<file path="src/hdl/rpse_pkg.sv">
// ----------------------------------------------------------------------------
// rpse_pkg
// Types, codes and constants shared by the retro pad emulator modules.
// ----------------------------------------------------------------------------
package rpse_pkg;

  localparam int PAD_COUNT   = 5;
  localparam int COUNT_LIMIT = 63;
  localparam int CNT_W       = $clog2(COUNT_LIMIT + 1);
  localparam int STORE_DEPTH = PAD_COUNT * 2;
  // pads the emulation ever addresses (0..4)
  localparam int VIEW_PADS   = 5;

  localparam int IN_TDATA_W  = 16;
  localparam int OUT_TDATA_W = 8;

  localparam logic [7:0] MSB_MASK     = 8'h80;
  localparam logic [7:0] RESTART_MASK = 8'h40;
  localparam logic [7:0] SIG_PORT0    = 8'hEF;
  localparam logic [7:0] SIG_PORT1    = 8'hDF;
  localparam logic [3:0] LEVELS_RESET = 4'hF;
  localparam logic [CNT_W-1:0] SYNC_COUNT = CNT_W'(17);

  typedef enum logic [2:0] {
    EV_LATCH  = 3'd0,
    EV_CLK0   = 3'd1,
    EV_CLK1   = 3'd2,
    EV_SELECT = 3'd3,
    EV_WRITE  = 3'd4
  } event_t;

  typedef enum logic [2:0] {
    PM_NES2  = 3'd0,
    PM_SPLIT = 3'd1,
    PM_FOUR  = 3'd2,
    PM_SNES2 = 3'd3,
    PM_MULTI = 3'd4
  } port_mode_t;

  typedef logic [7:0] byte_t;
  typedef byte_t [VIEW_PADS-1:0][1:0] pad_view_t;

  typedef struct packed {
    logic [2:0] kind;
    logic       latch_level;
    logic       select_level;
    logic [2:0] pad_index;
    logic       byte_index;
    logic [7:0] byte_value;
  } item_t;

endpackage

</file>
<file path="src/hdl/rpse_store.sv">
// ----------------------------------------------------------------------------
// rpse_store
// Button byte store: two bytes per pad, written by write items, read as a
// fixed per-pad view. Pads beyond the store read as zero.
// ----------------------------------------------------------------------------
module rpse_store (
  input  logic              clk,
  input  logic              rst,
  input  logic              wr_en,
  input  logic [2:0]        wr_pad,
  input  logic              wr_byte,
  input  logic [7:0]        wr_value,
  output rpse_pkg::pad_view_t view
);
  import rpse_pkg::*;

  logic [7:0] store [STORE_DEPTH];

  always_ff @(posedge clk) begin
    if (rst) begin
      for (int i = 0; i < STORE_DEPTH; i++) store[i] <= '0;
    end else if (wr_en && (int'(wr_pad) < PAD_COUNT)) begin
      for (int i = 0; i < STORE_DEPTH; i++) begin
        if (int'({wr_pad, wr_byte}) == i) store[i] <= wr_value;
      end
    end
  end

  for (genvar p = 0; p < VIEW_PADS; p++) begin : g_view
    for (genvar b = 0; b < 2; b++) begin : g_byte
      if (p < PAD_COUNT) begin : g_have
        assign view[p][b] = store[p*2 + b];
      end else begin : g_none
        assign view[p][b] = '0;
      end
    end
  end

endmodule

</file>
<file path="src/hdl/rpse_core.sv">
// ----------------------------------------------------------------------------
// rpse_core
// Event engine: bit counters, shift masks, pair select and line levels.
// Computes the next line levels for one item and commits state on en.
// ----------------------------------------------------------------------------
module rpse_core (
  input  logic                clk,
  input  logic                rst,
  input  logic                en,
  input  rpse_pkg::item_t     item,
  input  logic [2:0]          port_mode,
  input  rpse_pkg::pad_view_t view,
  output logic [3:0]          levels_next
);
  import rpse_pkg::*;

  logic [CNT_W-1:0] cnt [4];
  logic [7:0]       mask [2];
  logic             pair;
  logic [3:0]       lvl;

  logic [CNT_W-1:0] cnt_next [4];
  logic [7:0]       mask_next [2];
  logic             pair_next;

  function automatic byte_t pick(pad_view_t v, logic [2:0] pad, logic b);
    if (int'(pad) >= VIEW_PADS) return '0;
    return v[pad][b];
  endfunction

  function automatic logic hit(byte_t d, logic [7:0] mk);
    return |(d & mk);
  endfunction

  function automatic logic [CNT_W-1:0] sat_inc(logic [CNT_W-1:0] c);
    if (int'(c) < COUNT_LIMIT) return c + CNT_W'(1);
    return c;
  endfunction

  function automatic logic [7:0] shift(logic [7:0] mk, logic wrap);
    logic [7:0] s;
    s = mk >> 1;
    if (wrap && (s == '0)) s = MSB_MASK;
    return s;
  endfunction

  always_comb begin
    port_mode_t       m;
    logic             p;
    logic [1:0]       ci0;
    logic [1:0]       ci1;
    logic [2:0]       apad;
    logic [2:0]       bpad;
    logic [CNT_W-1:0] c;
    logic [CNT_W-4:0] idx;
    logic [7:0]       mk;
    logic             tail;

    m    = (port_mode > PM_MULTI) ? PM_NES2 : port_mode_t'(port_mode);
    p    = (item.kind == EV_CLK1);
    ci0  = {pair, 1'b0};
    ci1  = {pair, 1'b1};
    apad = item.select_level ? 3'd1 : 3'd3;
    bpad = 3'(apad + 3'd1);
    c    = '0;
    idx  = '0;
    mk   = '0;
    tail = 1'b0;

    levels_next = lvl;
    for (int i = 0; i < 4; i++) cnt_next[i] = cnt[i];
    mask_next[0] = mask[0];
    mask_next[1] = mask[1];
    pair_next    = pair;

    if (item.kind == EV_WRITE) begin
      // store handles it; levels hold
    end else if (m == PM_MULTI) begin
      tail = 1'b1;
      case (item.kind)
        EV_LATCH: begin
          if (item.latch_level) begin
            if (item.select_level) levels_next[3] = 1'b0;
          end else begin
            levels_next[2] = hit(pick(view, apad, 1'b0), MSB_MASK);
            levels_next[3] = hit(pick(view, bpad, 1'b0), MSB_MASK);
            for (int i = 0; i < 4; i++) cnt_next[i] = CNT_W'(1);
            mask_next[0] = RESTART_MASK;
            mask_next[1] = RESTART_MASK;
          end
          levels_next[0] = hit(pick(view, 3'd0, 1'b0), MSB_MASK);
        end
        EV_SELECT: begin
          if (item.select_level) begin
            pair_next = 1'b0;
          end else begin
            levels_next[2] = hit(pick(view, 3'd3, 1'b0), MSB_MASK);
            levels_next[3] = hit(pick(view, 3'd4, 1'b0), MSB_MASK);
            pair_next = 1'b1;
          end
          mask_next[0] = RESTART_MASK;
          mask_next[1] = RESTART_MASK;
        end
        EV_CLK0: begin
          if (!item.latch_level) begin
            c   = cnt[ci0];
            idx = c[CNT_W-1:3];
            levels_next[0] = (idx <= (CNT_W-3)'(1)) ?
                             hit(pick(view, 3'd0, idx[0]), mask[0]) : 1'b0;
            cnt_next[ci0] = sat_inc(c);
            mask_next[0]  = shift(mask[0], 1'b1);
          end
        end
        EV_CLK1: begin
          if (item.latch_level) begin
            levels_next[2] = hit(pick(view, 3'd1, 1'b0), MSB_MASK);
          end else begin
            c   = cnt[ci1];
            idx = c[CNT_W-1:3];
            mk  = mask[1];
            if (idx <= (CNT_W-3)'(1)) begin
              levels_next[2] = hit(pick(view, apad, idx[0]), mk);
              levels_next[3] = hit(pick(view, bpad, idx[0]), mk);
            end else if (item.select_level && (c == SYNC_COUNT)) begin
              // count seventeen: preload the MSBs of pads three and four
              levels_next[2] = hit(pick(view, 3'd3, 1'b0), MSB_MASK);
              levels_next[3] = hit(pick(view, 3'd4, 1'b0), MSB_MASK);
            end else begin
              levels_next[2] = 1'b0;
              levels_next[3] = 1'b0;
            end
            cnt_next[ci1] = sat_inc(c);
            mask_next[1]  = shift(mk, 1'b1);
          end
        end
        default: tail = 1'b0;
      endcase
      if (tail && item.latch_level && item.select_level) levels_next[3] = 1'b0;
    end else if (item.kind == EV_LATCH) begin
      if (item.latch_level || (m == PM_SNES2)) begin
        levels_next[0] = hit(pick(view, 3'd0, 1'b0), MSB_MASK);
        levels_next[2] = hit(pick(view, 3'd1, 1'b0), MSB_MASK);
        if (m == PM_SPLIT) begin
          levels_next[1] = hit(pick(view, 3'd2, 1'b0), MSB_MASK);
          levels_next[3] = hit(pick(view, 3'd3, 1'b0), MSB_MASK);
        end
        for (int i = 0; i < 4; i++) cnt_next[i] = CNT_W'(1);
        mask_next[0] = RESTART_MASK;
        mask_next[1] = RESTART_MASK;
      end
    end else if ((item.kind == EV_CLK0) || (item.kind == EV_CLK1)) begin
      c   = cnt[{1'b0, p}];
      idx = c[CNT_W-1:3];
      mk  = mask[p];
      case (m)
        PM_SPLIT: begin
          levels_next[{p, 1'b0}] = (idx == '0) ? hit(pick(view, {2'b00, p}, 1'b0), mk) : 1'b0;
          levels_next[{p, 1'b1}] = (idx == '0) ? hit(pick(view, {2'b01, p}, 1'b0), mk) : 1'b0;
        end
        PM_FOUR: begin
          if (idx == (CNT_W-3)'(0)) begin
            levels_next[{p, 1'b0}] = hit(pick(view, {2'b00, p}, 1'b0), mk);
          end else if (idx == (CNT_W-3)'(1)) begin
            levels_next[{p, 1'b0}] = hit(pick(view, {2'b01, p}, 1'b0), mk);
          end else if (idx == (CNT_W-3)'(2)) begin
            levels_next[{p, 1'b0}] = hit(p ? SIG_PORT1 : SIG_PORT0, mk);
          end else begin
            levels_next[{p, 1'b0}] = 1'b0;
          end
        end
        PM_SNES2: begin
          levels_next[{p, 1'b0}] = (idx <= (CNT_W-3)'(1)) ?
                                   hit(pick(view, {2'b00, p}, idx[0]), mk) : 1'b0;
        end
        default: begin
          levels_next[{p, 1'b0}] = (idx == '0) ? hit(pick(view, {2'b00, p}, 1'b0), mk) : 1'b0;
        end
      endcase
      cnt_next[{1'b0, p}] = sat_inc(c);
      mask_next[p] = shift(mk, (m == PM_FOUR) || (m == PM_SNES2));
    end
  end

  always_ff @(posedge clk) begin
    if (rst) begin
      for (int i = 0; i < 4; i++) cnt[i] <= '0;
      mask[0] <= MSB_MASK;
      mask[1] <= MSB_MASK;
      pair    <= 1'b0;
      lvl     <= LEVELS_RESET;
    end else if (en) begin
      for (int i = 0; i < 4; i++) cnt[i] <= cnt_next[i];
      mask[0] <= mask_next[0];
      mask[1] <= mask_next[1];
      pair    <= pair_next;
      lvl     <= levels_next;
    end
  end

endmodule

</file>
<file path="src/hdl/retro_pad_shift_register_emulator.sv">
// ----------------------------------------------------------------------------
// retro_pad_shift_register_emulator
// Drives the four data lines of two console controller ports from stored
// button bytes, one line-level result per event item.
// ----------------------------------------------------------------------------
// Usage:
//   s_axis carries one event item per handshake: tuser holds the event kind
//   (latch edge, port 0 clock, port 1 clock, select edge, button write) and
//   tdata the line levels and write fields. Every item, including a button
//   write or an unknown kind, yields exactly one item on m_axis holding the
//   four line levels after the event.
//   cfg_valid/cfg_data set port_mode (0..4; 5..7 act as mode 0); cfg_ready
//   is always high. Write it only while the block is idle.
//   Path: the accepting edge loads the input register, and the result
//   register loads from it once free, raising m_axis_tvalid.
//   Throughput: one item per cycle while m_axis_tready is high, set by the
//   single event-engine stage that reads and updates the counter and mask
//   state in the same cycle.
//   Reset (rst, synchronous): both stages empty, port_mode 0, store zeroed,
//   counters 0, masks 0x80, lines high.
//   When m_axis_tready is low the result register holds; the input register
//   still takes one more item, then s_axis_tready drops until the result
//   is taken.
// ----------------------------------------------------------------------------
module retro_pad_shift_register_emulator (
  input  logic                             clk,
  input  logic                             rst,
  input  logic                             s_axis_tvalid,
  output logic                             s_axis_tready,
  // [0] latch_level, [1] select_level, [4:2] pad_index, [5] byte_index,
  // [13:6] byte_value, [15:14] zero
  input  logic [rpse_pkg::IN_TDATA_W-1:0]  s_axis_tdata,
  // [2:0] mode (event kind)
  input  logic [2:0]                       s_axis_tuser,
  output logic                             m_axis_tvalid,
  input  logic                             m_axis_tready,
  // [0] port0_d0, [1] port0_d1, [2] port1_d0, [3] port1_d1, [7:4] zero
  output logic [rpse_pkg::OUT_TDATA_W-1:0] m_axis_tdata,
  input  logic                             cfg_valid,
  output logic                             cfg_ready,
  input  logic [2:0]                       cfg_data
);
  import rpse_pkg::*;

  logic [2:0] mode_reg;
  logic       s1_valid;
  item_t      s1_item;
  logic       out_free;
  logic       advance;
  logic [3:0] levels_next;
  pad_view_t  view;

  // config register; always ready
  assign cfg_ready = 1'b1;

  always_ff @(posedge clk) begin
    if (rst) begin
      mode_reg <= PM_NES2;
    end else if (cfg_valid && cfg_ready) begin
      mode_reg <= cfg_data;
    end
  end

  // result register frees when empty or being taken
  assign out_free      = !m_axis_tvalid || m_axis_tready;
  assign advance       = s1_valid && out_free;
  assign s_axis_tready = !s1_valid || out_free;

  // input register
  always_ff @(posedge clk) begin
    if (rst) begin
      s1_valid <= 1'b0;
    end else if (s_axis_tready) begin
      s1_valid <= s_axis_tvalid;
    end
  end

  always_ff @(posedge clk) begin
    if (s_axis_tvalid && s_axis_tready) begin
      s1_item.kind         <= s_axis_tuser;
      s1_item.latch_level  <= s_axis_tdata[0];
      s1_item.select_level <= s_axis_tdata[1];
      s1_item.pad_index    <= s_axis_tdata[4:2];
      s1_item.byte_index   <= s_axis_tdata[5];
      s1_item.byte_value   <= s_axis_tdata[13:6];
    end
  end

  rpse_store u_store (
    .clk      (clk),
    .rst      (rst),
    .wr_en    (advance && (s1_item.kind == EV_WRITE)),
    .wr_pad   (s1_item.pad_index),
    .wr_byte  (s1_item.byte_index),
    .wr_value (s1_item.byte_value),
    .view     (view)
  );

  rpse_core u_core (
    .clk         (clk),
    .rst         (rst),
    .en          (advance),
    .item        (s1_item),
    .port_mode   (mode_reg),
    .view        (view),
    .levels_next (levels_next)
  );

  // result register
  always_ff @(posedge clk) begin
    if (rst) begin
      m_axis_tvalid <= 1'b0;
    end else if (out_free) begin
      m_axis_tvalid <= s1_valid;
    end
  end

  always_ff @(posedge clk) begin
    if (advance) begin
      m_axis_tdata <= {(OUT_TDATA_W-4)'(0), levels_next};
    end
  end

endmodule

</file>
<file path="config.mk">
export PLATFORM = sky130hd
export DESIGN_NAME = retro_pad_shift_register_emulator
export DESIGN_NICKNAME = d
export VERILOG_FILES = /design/src/hdl/rpse_pkg.sv /design/src/hdl/rpse_store.sv /design/src/hdl/rpse_core.sv /design/src/hdl/retro_pad_shift_register_emulator.sv
export SDC_FILE = /design/constraint.sdc
export NUM_CORES = 1
export LEC_CHECK = 0
export BUFFER_PORTS_ARGS = -buffer_cell sky130_fd_sc_hd__clkbuf_2
export CAP_MARGIN = 20
export CORE_MARGIN = 4
export CORE_UTILIZATION = 45
export CTS_CLUSTER_SIZE = 10
export DETAILED_ROUTE_END_ITERATION = 8
export GPL_ROUTABILITY_DRIVEN = 0
export PLACE_DENSITY = 0.68
export SYNTH_ARGS = -nofsm -noshare
export SYNTH_HDL_FRONTEND = slang
export SYNTH_SLANG_ARGS = --single-unit
</file>
<file path="constraint.sdc">
create_clock -name clk -period 4.7 [get_ports clk]
set_input_delay 0 -clock clk [delete_from_list [all_inputs] [get_ports clk]]
set_output_delay 0 -clock clk [all_outputs]
set_load 0.01 [all_outputs]
</file>
-- Yosys cells after proc, flatten, opt, wreduce, memory -nomap -nowiden
Memory sizes are Yosys's and may differ from the RTL's. A register that Yosys moved wholly into a read port is not among the register bits.
Index checks and enable logic that the tools add are counted.
- register bits: 31
- memory bits (writable): 120
- input port bits: 27
- memories kept: 3
- memories (name ; depth ; width ; read ports ; clocked after memory_dff ; wr ports ; line ; text):
    u_store.store ; 10 ; 8 ; 10 ; 0 ; 10 ; rpse_store.sv:17 ; logic [7:0] store [STORE_DEPTH];
    u_core.cnt ; 4 ; 6 ; 7 ; 2 ; 4 ; rpse_core.sv:17 ; logic [CNT_W-1:0] cnt [4];
    u_core.mask ; 2 ; 8 ; 3 ; 0 ; 2 ; rpse_core.sv:18 ; logic [7:0] mask [2];
- add/sub/neg operators: 4
- $lt $le $gt $ge: 29
- eq/ne operators: 20
- muxes and demuxes: 234
- bitwise operators: 30
- reduce and logical (&&, ||, !) cells: 36
- operator list (cell ; number):
    8-bit 2-to-1 mux ; 48
    24-bit 2-to-1 mux ; 8
    16-bit 2-to-1 mux ; 10
    6-bit 2-to-1 mux ; 26
    1-bit 2-to-1 mux ; 101
    16-bit binary-select mux with 3-bit select ; 2
    24-bit bitwise mux ; 3
    24-bit one-hot mux with 3 select lines ; 1
    8-bit bitwise AND ; 7
    8-bit OR reduction ; 7
    8-bit one-hot mux with 3 select lines ; 2
    6-bit demux with 2-bit select ; 3
    4-bit 2-to-1 mux ; 7
    4-bit bitwise mux ; 6
    4-bit equality test, second input constant ; 6
    8-bit zero test ; 3
    6-bit by 1-bit adder with 6-bit output, second input constant ; 3
    6-bit < comparator, second input constant ; 3
    2-bit 2-to-1 mux ; 9
    16-bit bitwise mux ; 1
    1-bit OR ; 16
    3-bit by 2-bit equality test with 1-bit output, second input constant ; 5
    3-bit >= comparator, second input constant ; 5
    1-bit logical AND ; 14
    other kinds (36) ; 57

-- Depth between registers and ports, before layout
Gate-level depths: netlist of the first run.
- depth in word-level cells: 23
- depth in mapped cells: 14
- mapped depth without buffers: 9

-- Modules after synthesis
A second synthesis of the first run with hierarchy kept.
- cell total of the unflattened synthesis: 804
- area, all modules: 8844.7 µm²
- by module, submodules not included (module ; instances ; cells an instance ; area each (µm²) ; sequential area each (µm²)):
    rpse_core ; 1 ; 547 ; 4625.7 ; 1321.3
    rpse_store ; 1 ; 208 ; 3326.9 ; 2402.3
    retro_pad_shift_register_emulator ; 1 ; 49 ; 892.1 ; 730.7

-- Worst setup path before layout of the first run
OpenSTA, ideal clock, no wires.
- kind: register to register
- start point: register s1_item[16] (netlist bit)
- end point: memory u_core.cnt[1][0] (netlist bit), data pin
- library setup time: 0.274 ns
- data arrival time: 2.968 ns
- data required time: 4.426 ns
- slack: 1.457 ns
- stages on the path, launching flop included: 14
- period minus slack after synthesis: 3.243 ns
- path through: edfxtp_1 nor3b_2 clkbuf_1 clkbuf_1 buf_1 nand2_1 nand2_1 ha_1 clkbuf_1 and4_1 buf_4 mux2_1 o22ai_1 a211oi_1
- RTL lines (element ; line ; text):
    start, declared ; retro_pad_shift_register_emulator.sv:47 ; item_t s1_item;
    end, declared ; rpse_core.sv:17 ;

==> results of run 1 <==
## per-stage QoR
stage / std cells / area [µm²] / hold WS (ns)
2_1_floorplan: 837 / 8800 / 0.0989
3_3_place_gp: 1084 / 9120 / 0.177
3_5_place_dp: 1087 / 9140 / 0.179
4_1_cts: 1145 / 9970 / 0.0378
5_1_grt: 1150 / 9990 / 0.0533
6_report: 1150 / 9990 / 0.0540
## report_power, final
group	internal [W]	switching [W]	total (W)	leakage, nW
combinational	0.000138	0.000197	0.000335	1.76
sequential	0.00154	0.0000943	0.00164	1.54
clock	0.000742	0.000597	0.00134	0.272
## kinds of logic (layout without fill, tap and decap cells)
| kind of cell | after synthesis | in the layout | share of synthesized area, % |
|---|---|---|---|
| AND/OR/NAND/NOR | 334 | 334 | 19.7 |
| AO/OA/AOI/OAI | 206 | 206 | 15.9 |
| flip-flops | 152 | 152 | 50.7 |
| multiplexers | 68 | 68 | 9.62 |
| buffers and inverters | 67 | 120 | 3.43 |
| adder cells (fa/ha/maj) | 4 | 4 | 0.569 |
| other | 2 | 5 | 0.0854 |
| XOR/XNOR | 1 | 1 | 0.0996 |
## area by class of cell
cell class              instances  area share (%)
clock buffers                  18            4.30
repair buffers                 74            5.28
clock inverters                14            1.38
flip-flops and latches        152            44.6
multi-input cells             618            40.7
inverters                      14           0.526
well taps                     260            3.26
## routing by layer
metal	wire [µm]	track usage, %	vias up
li1	-	-	3265
met1	10100	30.2	3436
met2	11400	35.1	307
met3	1880	4.97	44
met4	467	6.06	0
met5	0	0	-
## worst paths after layout
path,slack [ns],cells past startpoint,endpoint
hold / removal,0.05,2,mode_reg[0]
setup / recovery,1.57,7,u_core.cnt[1][0]
setup reg to reg,1.57,7,u_core.cnt[1][0]
hold reg to reg,0.52,2,m_axis_tvalid
## worst reg2reg max path, delay by kind of cell (launching register included)
kind | cells | cell delay [ns]
and+or+nand+nor | 2 | 0.97
DFF | 1 | 0.75
AOI/OAI and AO/OA | 3 | 0.44
muxes | 1 | 0.36
adders and majority gates | 1 | 0.34
## placed cells by master (no fill, tap or decap), types with 5 or more instances in the layout
cell type	synthesis	final
edfxtp_1	141	141
and2_1	86	86
nand2_1	69	69
nor2_1	63	63
a21oi_1	41	40
a22oi_1	40	40
o21ai_0	34	34
nor3_1	31	31
clkbuf_2	1	31
mux2i_1	30	30
dlygate4sd3_1	0	26
mux2_2	25	25
nand3_1	25	25
a31oi_1	18	18
clkbuf_16	0	17
inv_1	14	14
a22o_1	14	14
nand2b_1	11	11
dfxtp_1	11	11
buf_4	8	11
nand4_1	10	10
o31ai_1	9	9
nor4_1	8	8
mux4_2	7	7
o2111ai_1	6	6
buf_2	3	6
o211ai_1	5	5
o22ai_1	5	5
conb_1	2	5
inv_6	0	5
## repair_timing
item | in CTS | in global routing
gates resized for setup | 0 | 0
endpoints found under the hold margin | 22 | 0
hold buffers | 26 | 0
==> impl_results.md, run 1 <==
* Hpwl dp at 16400 µm
* # H-tree levels at 4
* Pwr Total at 0.00331 W
* Worst skew pair latency at approximately 0.43 ns
* Post-synth EDFFs at roughly 140
* Worst R2R Start: s1_item[15]
* Worst-case clock buffer depth at 2
* Setup_tns at 0 ns
* RSZ-0062 raised after global routing: false
* Max Cap Viol at 0
* Max_slew headroom at between 40% and 50%
* Num rows at 50
* Cells after synthesis at 834
* Post-synthesis async set-or-reset flop share at 0%
* Biggest regs: u_store.store x80, u_core.cnt x24, s1_item x17
* Core box area at 19000 µm²
* Arrival time of the worst setup path at between 3 and 4 ns
* Vias in the first global route at 6648
* TritonCTS buffer count at 17
* CTS tree: done
* Hold wc startpoint: rst
* Final net count at approximately 910
* Share of the synthesized area in the top cell type at between 40 and 50%
* CP cell instances: or3b_1 -> o21ai_0 -> ha_1 -> and4_1 -> mux2_1 -> o22ai_1 -> a211oi_1
* Synth Flop Type: edfxtp_1
* Skew final at ~0.009 ns
* Pre-CTS setup slack at 1.59 ns
* Initial antenna violation count at 0
* GRT overflow at 0
* FF+latch area at 4450 µm²
* Minimum clock period after layout at 3.13 ns
* Setup ws final at 1.57 ns
* Ys Warns at 0
* Tot GR Track Use at 21.9%
* Via count at 7052
* Final wirelength at 23900 µm
* Peak fanout along the critical path at 18
* Remaining DRCs at 0
* Required time worst endpoint at 4.86 ns
* Pwr Density at about 330 nW/µm²
* Yosys top cell by area: edfxtp_1
* Delay-heaviest family, CP: simple AND/OR/NAND/NOR gates
* Die Y at 148 µm
* WP buf/inv at 0
* Avg Inst Size Synth at 10.5 µm²
* Port Buffers at 30
* DRT antenna net count at 0
* Synthesized area at 8790 µm²
* Post-CTS Setup Inserts at 0
* Area occupied by multi-input gates at 4060 µm²
* Fin crit share at 66.5%
* Area grow syn2layout at 13.6%
* Count of different cell masters after synthesis at 68
* Max FFs per register at 80
* Largest net degree at the start of global routing at 34
* WL/cell at 20.7 µm
* Final Hold Fails at 0
* Critical path class: reg2reg
* Die W at about 150 µm
* Top post-synthesis cells by area: edfxtp_1 (48%), and2_1 (6.1%), a22oi_1 (3.4%)
* Iteration-0 DRC Markers at ~800
* Worst Max-Slew Pin Slew at 0.890 ns
* Top cells by count, synth: edfxtp_1 (141), and2_1 (86), nand2_1 (69), nor2_1 (63), a21oi_1 (41)
* Clk root buf: clkbuf_16
* Initial Util at 46.4%
* First-pass iteration count of the detailed router at 5
* First-pass GRT wire length at 37700 µm
* DIE AREA at 21800 µm²
* # diodes at 0
* Pins Over Slew Limit at 0
* Count of final setup violators at 0
* Crit. End Element: flop
* Final Core Density at between 50% and 60%
* Static leakage at 3.57 nW
* Filler Cells Inserted at around 1600
* Max VDD drop at just over 300 µV
* Sequential-to-total area share from yosys stat at 50.7%
* Clock Sinks at 152
* Count leader, synth: edfxtp_1
* Crit-path max cell delay at 0.75 ns
* Tightest Hold Check Type: in2reg
* Outcome: finished clean
* Most flop-heavy register: u_store.store
* CP max-delay cell: edfxtp_1
* Flop and latch count out of synthesis at around 150
* Share of cells above drive strength 1 at between 10% and 20%
* Vias per inst at 6.13
* CTS clk-pin slew, worst paths at 0.06 ns
* Number of I/O pins at 38
* F_max at 320 MHz
* CP Launch Type: flop
* Launch point of the critical path: s1_item[15]
Power figures use the tool's default switching activity.
==> inputs of run 2 (changes only) <==
- clock period: 4.7 -> 3.2 ns (I/O delays scaled with it)
==> run 2 against run 1 <==
Routed wire length increased by 0.62%. Maximum frequency grew 14%. Sequential power grew 46%. Die area unchanged. Largest cell class unchanged.
==> impl_results.md, run 2 (same netlist as run 1, synthesis figures left out) <==
* Pins Over Slew Limit at 0
* Final Hold Fails at 0
* WP buf/inv at 2
* Max VDD drop at 624 µV
* Pwr Total at 0.00496 W
* Core box area at 19000 µm²
* Minimum clock period after layout at 2.75 ns
* # diodes at 0
* Most frequent CP cell: buf_4
* RSZ-0062 raised after global routing: false
* CP Launch Type: flop
* Pwr Density at a little under 500 nW/µm²
* Die W at 148 µm
* Clk root buf: clkbuf_16
* Initial Util at 46.4%
* Delay-heaviest family, CP: compound AO/OA/AOI/OAI gates
* Finished Layout Cells at 1171
* Commonest non-fill, non-tap cells in the layout: edfxtp_1 (141), and2_1 (86), nand2_1 (69)
* Static leakage at 3.70 nW
* Critical Path End: m_axis_tdata[2]
* Most flop-heavy register: u_store.store
* Area grow syn2layout at 15.9%
* Filler Cells Inserted at approximately 1700
* Crit-path max cell delay at 0.44 ns
* CTS tree: done
* Met2 GRT Util at ~36%
* Max FFs per register at 80
* Share of cells above drive strength 1 at between 10% and 20%
* CP max-delay cell: edfxtp_1
* Worst R2R Setup Slack at 0.45 ns
* Port Buffers at 30
* Worst-case clock buffer depth at 2
* Iteration-0 DRC Markers at 654
* Worst R2R Start: s1_item[16]
* Worst Max-Slew Pin Slew at 0.833 ns
* Required time worst endpoint at 3.36 ns
* CTS clk-pin slew, worst paths at 0.06 ns
* Global Route met3 Usage at around 4.3%
* Hold slack at 0.0509 ns
* Initial antenna violation count at 0
* DRT antenna net count at 0
* Num rows at 50
* Peak fanout along the critical path at 30
* First-pass iteration count of the detailed router at 5
* Final wirelength at 24000 µm
* Critical path depth at 8
* Max_slew headroom at 44.4%
* Largest net degree at the start of global routing at 31
* Commonest non-fill, non-tap cell in the layout: edfxtp_1
* Fin crit share at 85.8%
* Hpwl dp at approximately 17000 µm
* Worst skew pair latency at 0.43 ns
* Max Cap Viol at 0
* Tot GR Track Use at around 22%
* First-pass GRT wire length at 38100 µm
* Vias in the first global route at about 7000
* GRT overflow at 0
* Reg2reg path depth at 8
* Post-CTS Resized at 0
* Crit. End Element: flop
* WL/cell at 20.5 µm
* Count of final setup violators at 0
* Skew final at 0.00871 ns
* Biggest regs: u_store.store x80, u_core.cnt x24, s1_item x17
* Launch point of the critical path: s1_item[16]
* # H-tree levels at 4
* Remaining DRCs at 0
* Arrival time of the worst setup path at 2.91 ns
* F_max at ~360 MHz
* Gr busiest metal: met2
* Via count at approximately 7100
* Die Y at 148 µm
* M1 GR Usage at 30.8%
* Outcome: finished clean
* CP cell instances: buf_4 -> nor3b_4 -> buf_4 -> nand4_1 -> a221oi_1 -> nor4_1 -> o22ai_1 -> a31oi_1
* Cell count after placement at 1113
* Clock Sinks at 152
* DIE AREA at about 22000 µm²
* Tightest Hold Check Type: in2reg
* TritonCTS buffer count at 17
* Vias per inst at roughly 6
* Crit Reg-Reg Endpoint: m_axis_tdata[2]
* Critical path class: reg2reg
* Number of I/O pins at 38
* Final net count at 929
* Setup_tns at 0 ns
-- run 2: routing by layer --
layer,share of wire (%),wire (µm)
met1,44,10600
met2,48,11600
met3,6.1,1460
met4,1.3,322
met5,0,0
-- run 2: cell type report --
class,count,area [µm²],area share (%)
Multi-Input combinational cell,618,4060,39.9
Clock inverter,14,163,1.60
Sequential cell,152,4450,43.7
Timing Repair Buffer,95,703,6.90
Inverter,14,52.6,0.516
Clock buffer,18,429,4.21
Tap cell,260,325,3.19
-- run 2: how the worst min path moves through the flow --
stage                                 from            end  slack, ns  depth (start not counted)
after floorplan            s_axis_tdata[6]     s1_item[0]        0.1                          0
after global placement    s_axis_tdata[11]     s1_item[5]       0.18                          1
after detailed placement  s_axis_tdata[11]     s1_item[5]       0.18                          1
after CTS                              rst  m_axis_tvalid       0.03                          2
after global routing                   rst    mode_reg[2]       0.05                          2
final                                  rst    mode_reg[0]       0.05                          2
-- run 2: stage by stage --
step | cell area [µm²] | worst slack (ns) | util, %
after floorplan | 8810 | 0.0319 | -
after global placement | 9340 | 0.557 | 49.3
after detailed placement | 9340 | 0.539 | 49.3
after CTS | 10200 | 0.513 | 53.8
after global routing | 10200 | 0.259 | 53.8
final | 10200 | 0.454 | 53.8
-- run 2: worst reg2reg max path: stages, from the launching register on --
cell and delay (ns):
edfxtp_1 0.44, buf_4 0.22, nor3b_4 0.40, buf_4 0.40, nand4_1 0.16, a221oi_1 0.35
nor4_1 0.11, o22ai_1 0.26, a31oi_1 0.13
-- run 2: power by group --
group	switching, W	internal (W)	total [W]
clock network	0.000868	0.00117	0.00204
logic	0.000300	0.000221	0.000522
registers	0.000131	0.00227	0.00240
-- run 2: timing repair --
| action | 4_1_cts | 5_1_grt |
|---|---|---|
| hold endpoints to repair | 22 | 0 |
| setup buffers | 0 | 0 |
| hold buffers | 26 | 0 |
| setup endpoints to repair | 0 | 0 |
==> inputs of run 3 (changes only) <==
- PLACE_DENSITY: 0.68 -> 0.57
==> run 3 against run 2 <==
Via count increased by 2.2%. Hold slack got worse by 0.0048 ns. Register-to-register slack about the same. Clock skew decreased by 0.0019 ns. Global-route usage increased by 1.8 points. Flip-flop and latch count unchanged. Routed wire length increased by 6.4%. Die area unchanged. First-iteration DRC count decreased by 0.31%. Core utilization increased by 0.26 points.
==> impl_results.md, run 3 (same netlist as run 1, synthesis figures left out) <==
* CTS tree: done
* Hold wc startpoint: rst
* Launch point of the critical path: s1_item[16]
* RSZ-0062 raised after global routing: false
* Skew final at 0.00684 ns
* Worst Max-Slew Pin Slew at a little under 0.9 ns
* Final net count at 926
* Most flop-heavy register: u_store.store
* Clk root buf: clkbuf_16
* Worst-case clock buffer depth at 2
* WL/cell at 21.9 µm
* Via count at 7212
* Static leakage at 3.71 nW
* FF+latch area at 4450 µm²
* Remaining DRCs at 0
* Max_slew headroom at 40.8%
* Tightest Hold Check Type: in2reg
* Delay-heaviest family, CP: simple AND/OR/NAND/NOR gates
* DRT antenna net count at 0
* Count of final setup violators at 0
* Largest net degree at the start of global routing at 27
* Arrival time of the worst setup path at 2.91 ns
* WHS Path Cells at 2
* Worst skew pair latency at 0.43 ns
* F_max at 364 MHz
* Initial Util at 46.4%
* Post-placement cell area at 9340 µm²
* Num rows at 50
* CP max-delay cell: nor3b_4
* Port Buffers at 30
* DIE AREA at roughly 22000 µm²
* Share of cells above drive strength 1 at 16.0%
* Final Core Density at between 50 and 60%
* Pins Over Slew Limit at 0
* Post-CTS Resized at 0
* CP cell instances: buf_4 -> nor3b_4 -> nand2_1 -> nand2_1 -> ha_1 -> and4_1 -> mux2_1 -> o22ai_1 -> a211oi_1
* Biggest regs: u_store.store x80, u_core.cnt x24, s1_item x17
* Critical path depth at 9
* Most frequent CP cell: nand2_1
* First-pass GRT wire length at 40700 µm
* Tot GR Track Use at between 20% and 30%
* Filler Cells Inserted at 1639
* Iteration-0 DRC Markers at 652
* Design Area, Final at 10200 µm²
* Commonest non-fill, non-tap cell in the layout: edfxtp_1
* Pwr Total at 0.00510 W
* # diodes at 0
* Vias per inst at 6.17
* Hpwl dp at 18300 µm
* CTS clk-pin slew, worst paths at 0.07 ns
* Fin crit share at a little under nine tenths
* WP buf/inv at 1
* Crit. End Element: flop
* Number of I/O pins at 38
* Clock Sinks at roughly 150
* Die W at ~150 µm
* Reg2reg path depth at 9
* Initial antenna violation count at 0
* Peak fanout along the critical path at 14
* Minimum clock period after layout at between 2 and 3 ns
* Area grow syn2layout at 16.4%
* Setup ws final at 0.453 ns
* Final wirelength at 25500 µm
* # H-tree levels at 4
* TritonCTS buffer count at 17
* Pre-CTS setup slack at approximately 0.51 ns
* Critical path class: reg2reg
* Post-CTS Setup Inserts at 0
* Final Hold Fails at 0
* CP Launch Type: flop
* Required time worst endpoint at between 3 and 4 ns
* GRT overflow at 0
* Max FFs per register at 80
* Core box area at ~19000 µm²
* Worst R2R Start: s1_item[16]
* Setup_tns at 0 ns
* Commonest non-fill, non-tap cells in the layout: edfxtp_1 (141), and2_1 (86), nand2_1 (69)
* Die Y at 148 µm
* Max VDD drop at between 300 and 400 µV
* First-pass iteration count of the detailed router at 5
* Vias in the first global route at 7334
* Outcome: finished clean
* Crit-path max cell delay at 0.50 ns
* Area occupied by multi-input gates at just over 4000 µm²
* Pwr Density at 498 nW/µm²
* Max Cap Viol at 0
-- run 3: power breakdown --
group	internal [W]	switching [W]	total (W)
registers	0.00227	0.000131	0.00240
clock network	0.00126	0.000907	0.00217
logic	0.000223	0.000310	0.000533
total	0.00375	0.00135	0.00510
-- run 3: layout make-up --
type / instances / area share [%]
clock buffer: 17 / 4.15
clock inverter: 15 / 2.08
inverter: 14 / 0.513
multi-input combinational: 618 / 39.7
sequential: 152 / 43.5
tap: 260 / 3.18
timing repair buffer: 92 / 6.89
-- run 3: timing repair --
action	in CTS	in global routing
hold buffers	26	0
hold endpoints to repair	22	0
endpoints found under the setup margin	0	0
-- run 3: final timing paths --
path                                          to  slack (ns)
worst min-delay path                 mode_reg[0]        0.05
worst max register to register  u_core.cnt[1][0]        0.45
worst max-delay path            u_core.cnt[1][0]        0.45
worst min register to register     m_axis_tvalid        0.52
-- run 3: metal layers --
metal	vias to the layer above	track usage [%]	part of all wire [%]
met3	60	4.57	5.8
li1	3291	-	-
met5	-	0	0
met4	0	10.0	3.2
met2	311	39.2	49
met1	3550	31.1	42
-- run 3: stage by stage --
step / instances / hold slack [ns]
2_1_floorplan: 837 / 0.0989
3_3_place_gp: 1110 / 0.177
3_5_place_dp: 1110 / 0.179
4_1_cts: 1168 / 0.0130
5_1_grt: 1168 / 0.0662
6_report: 1168 / 0.0461
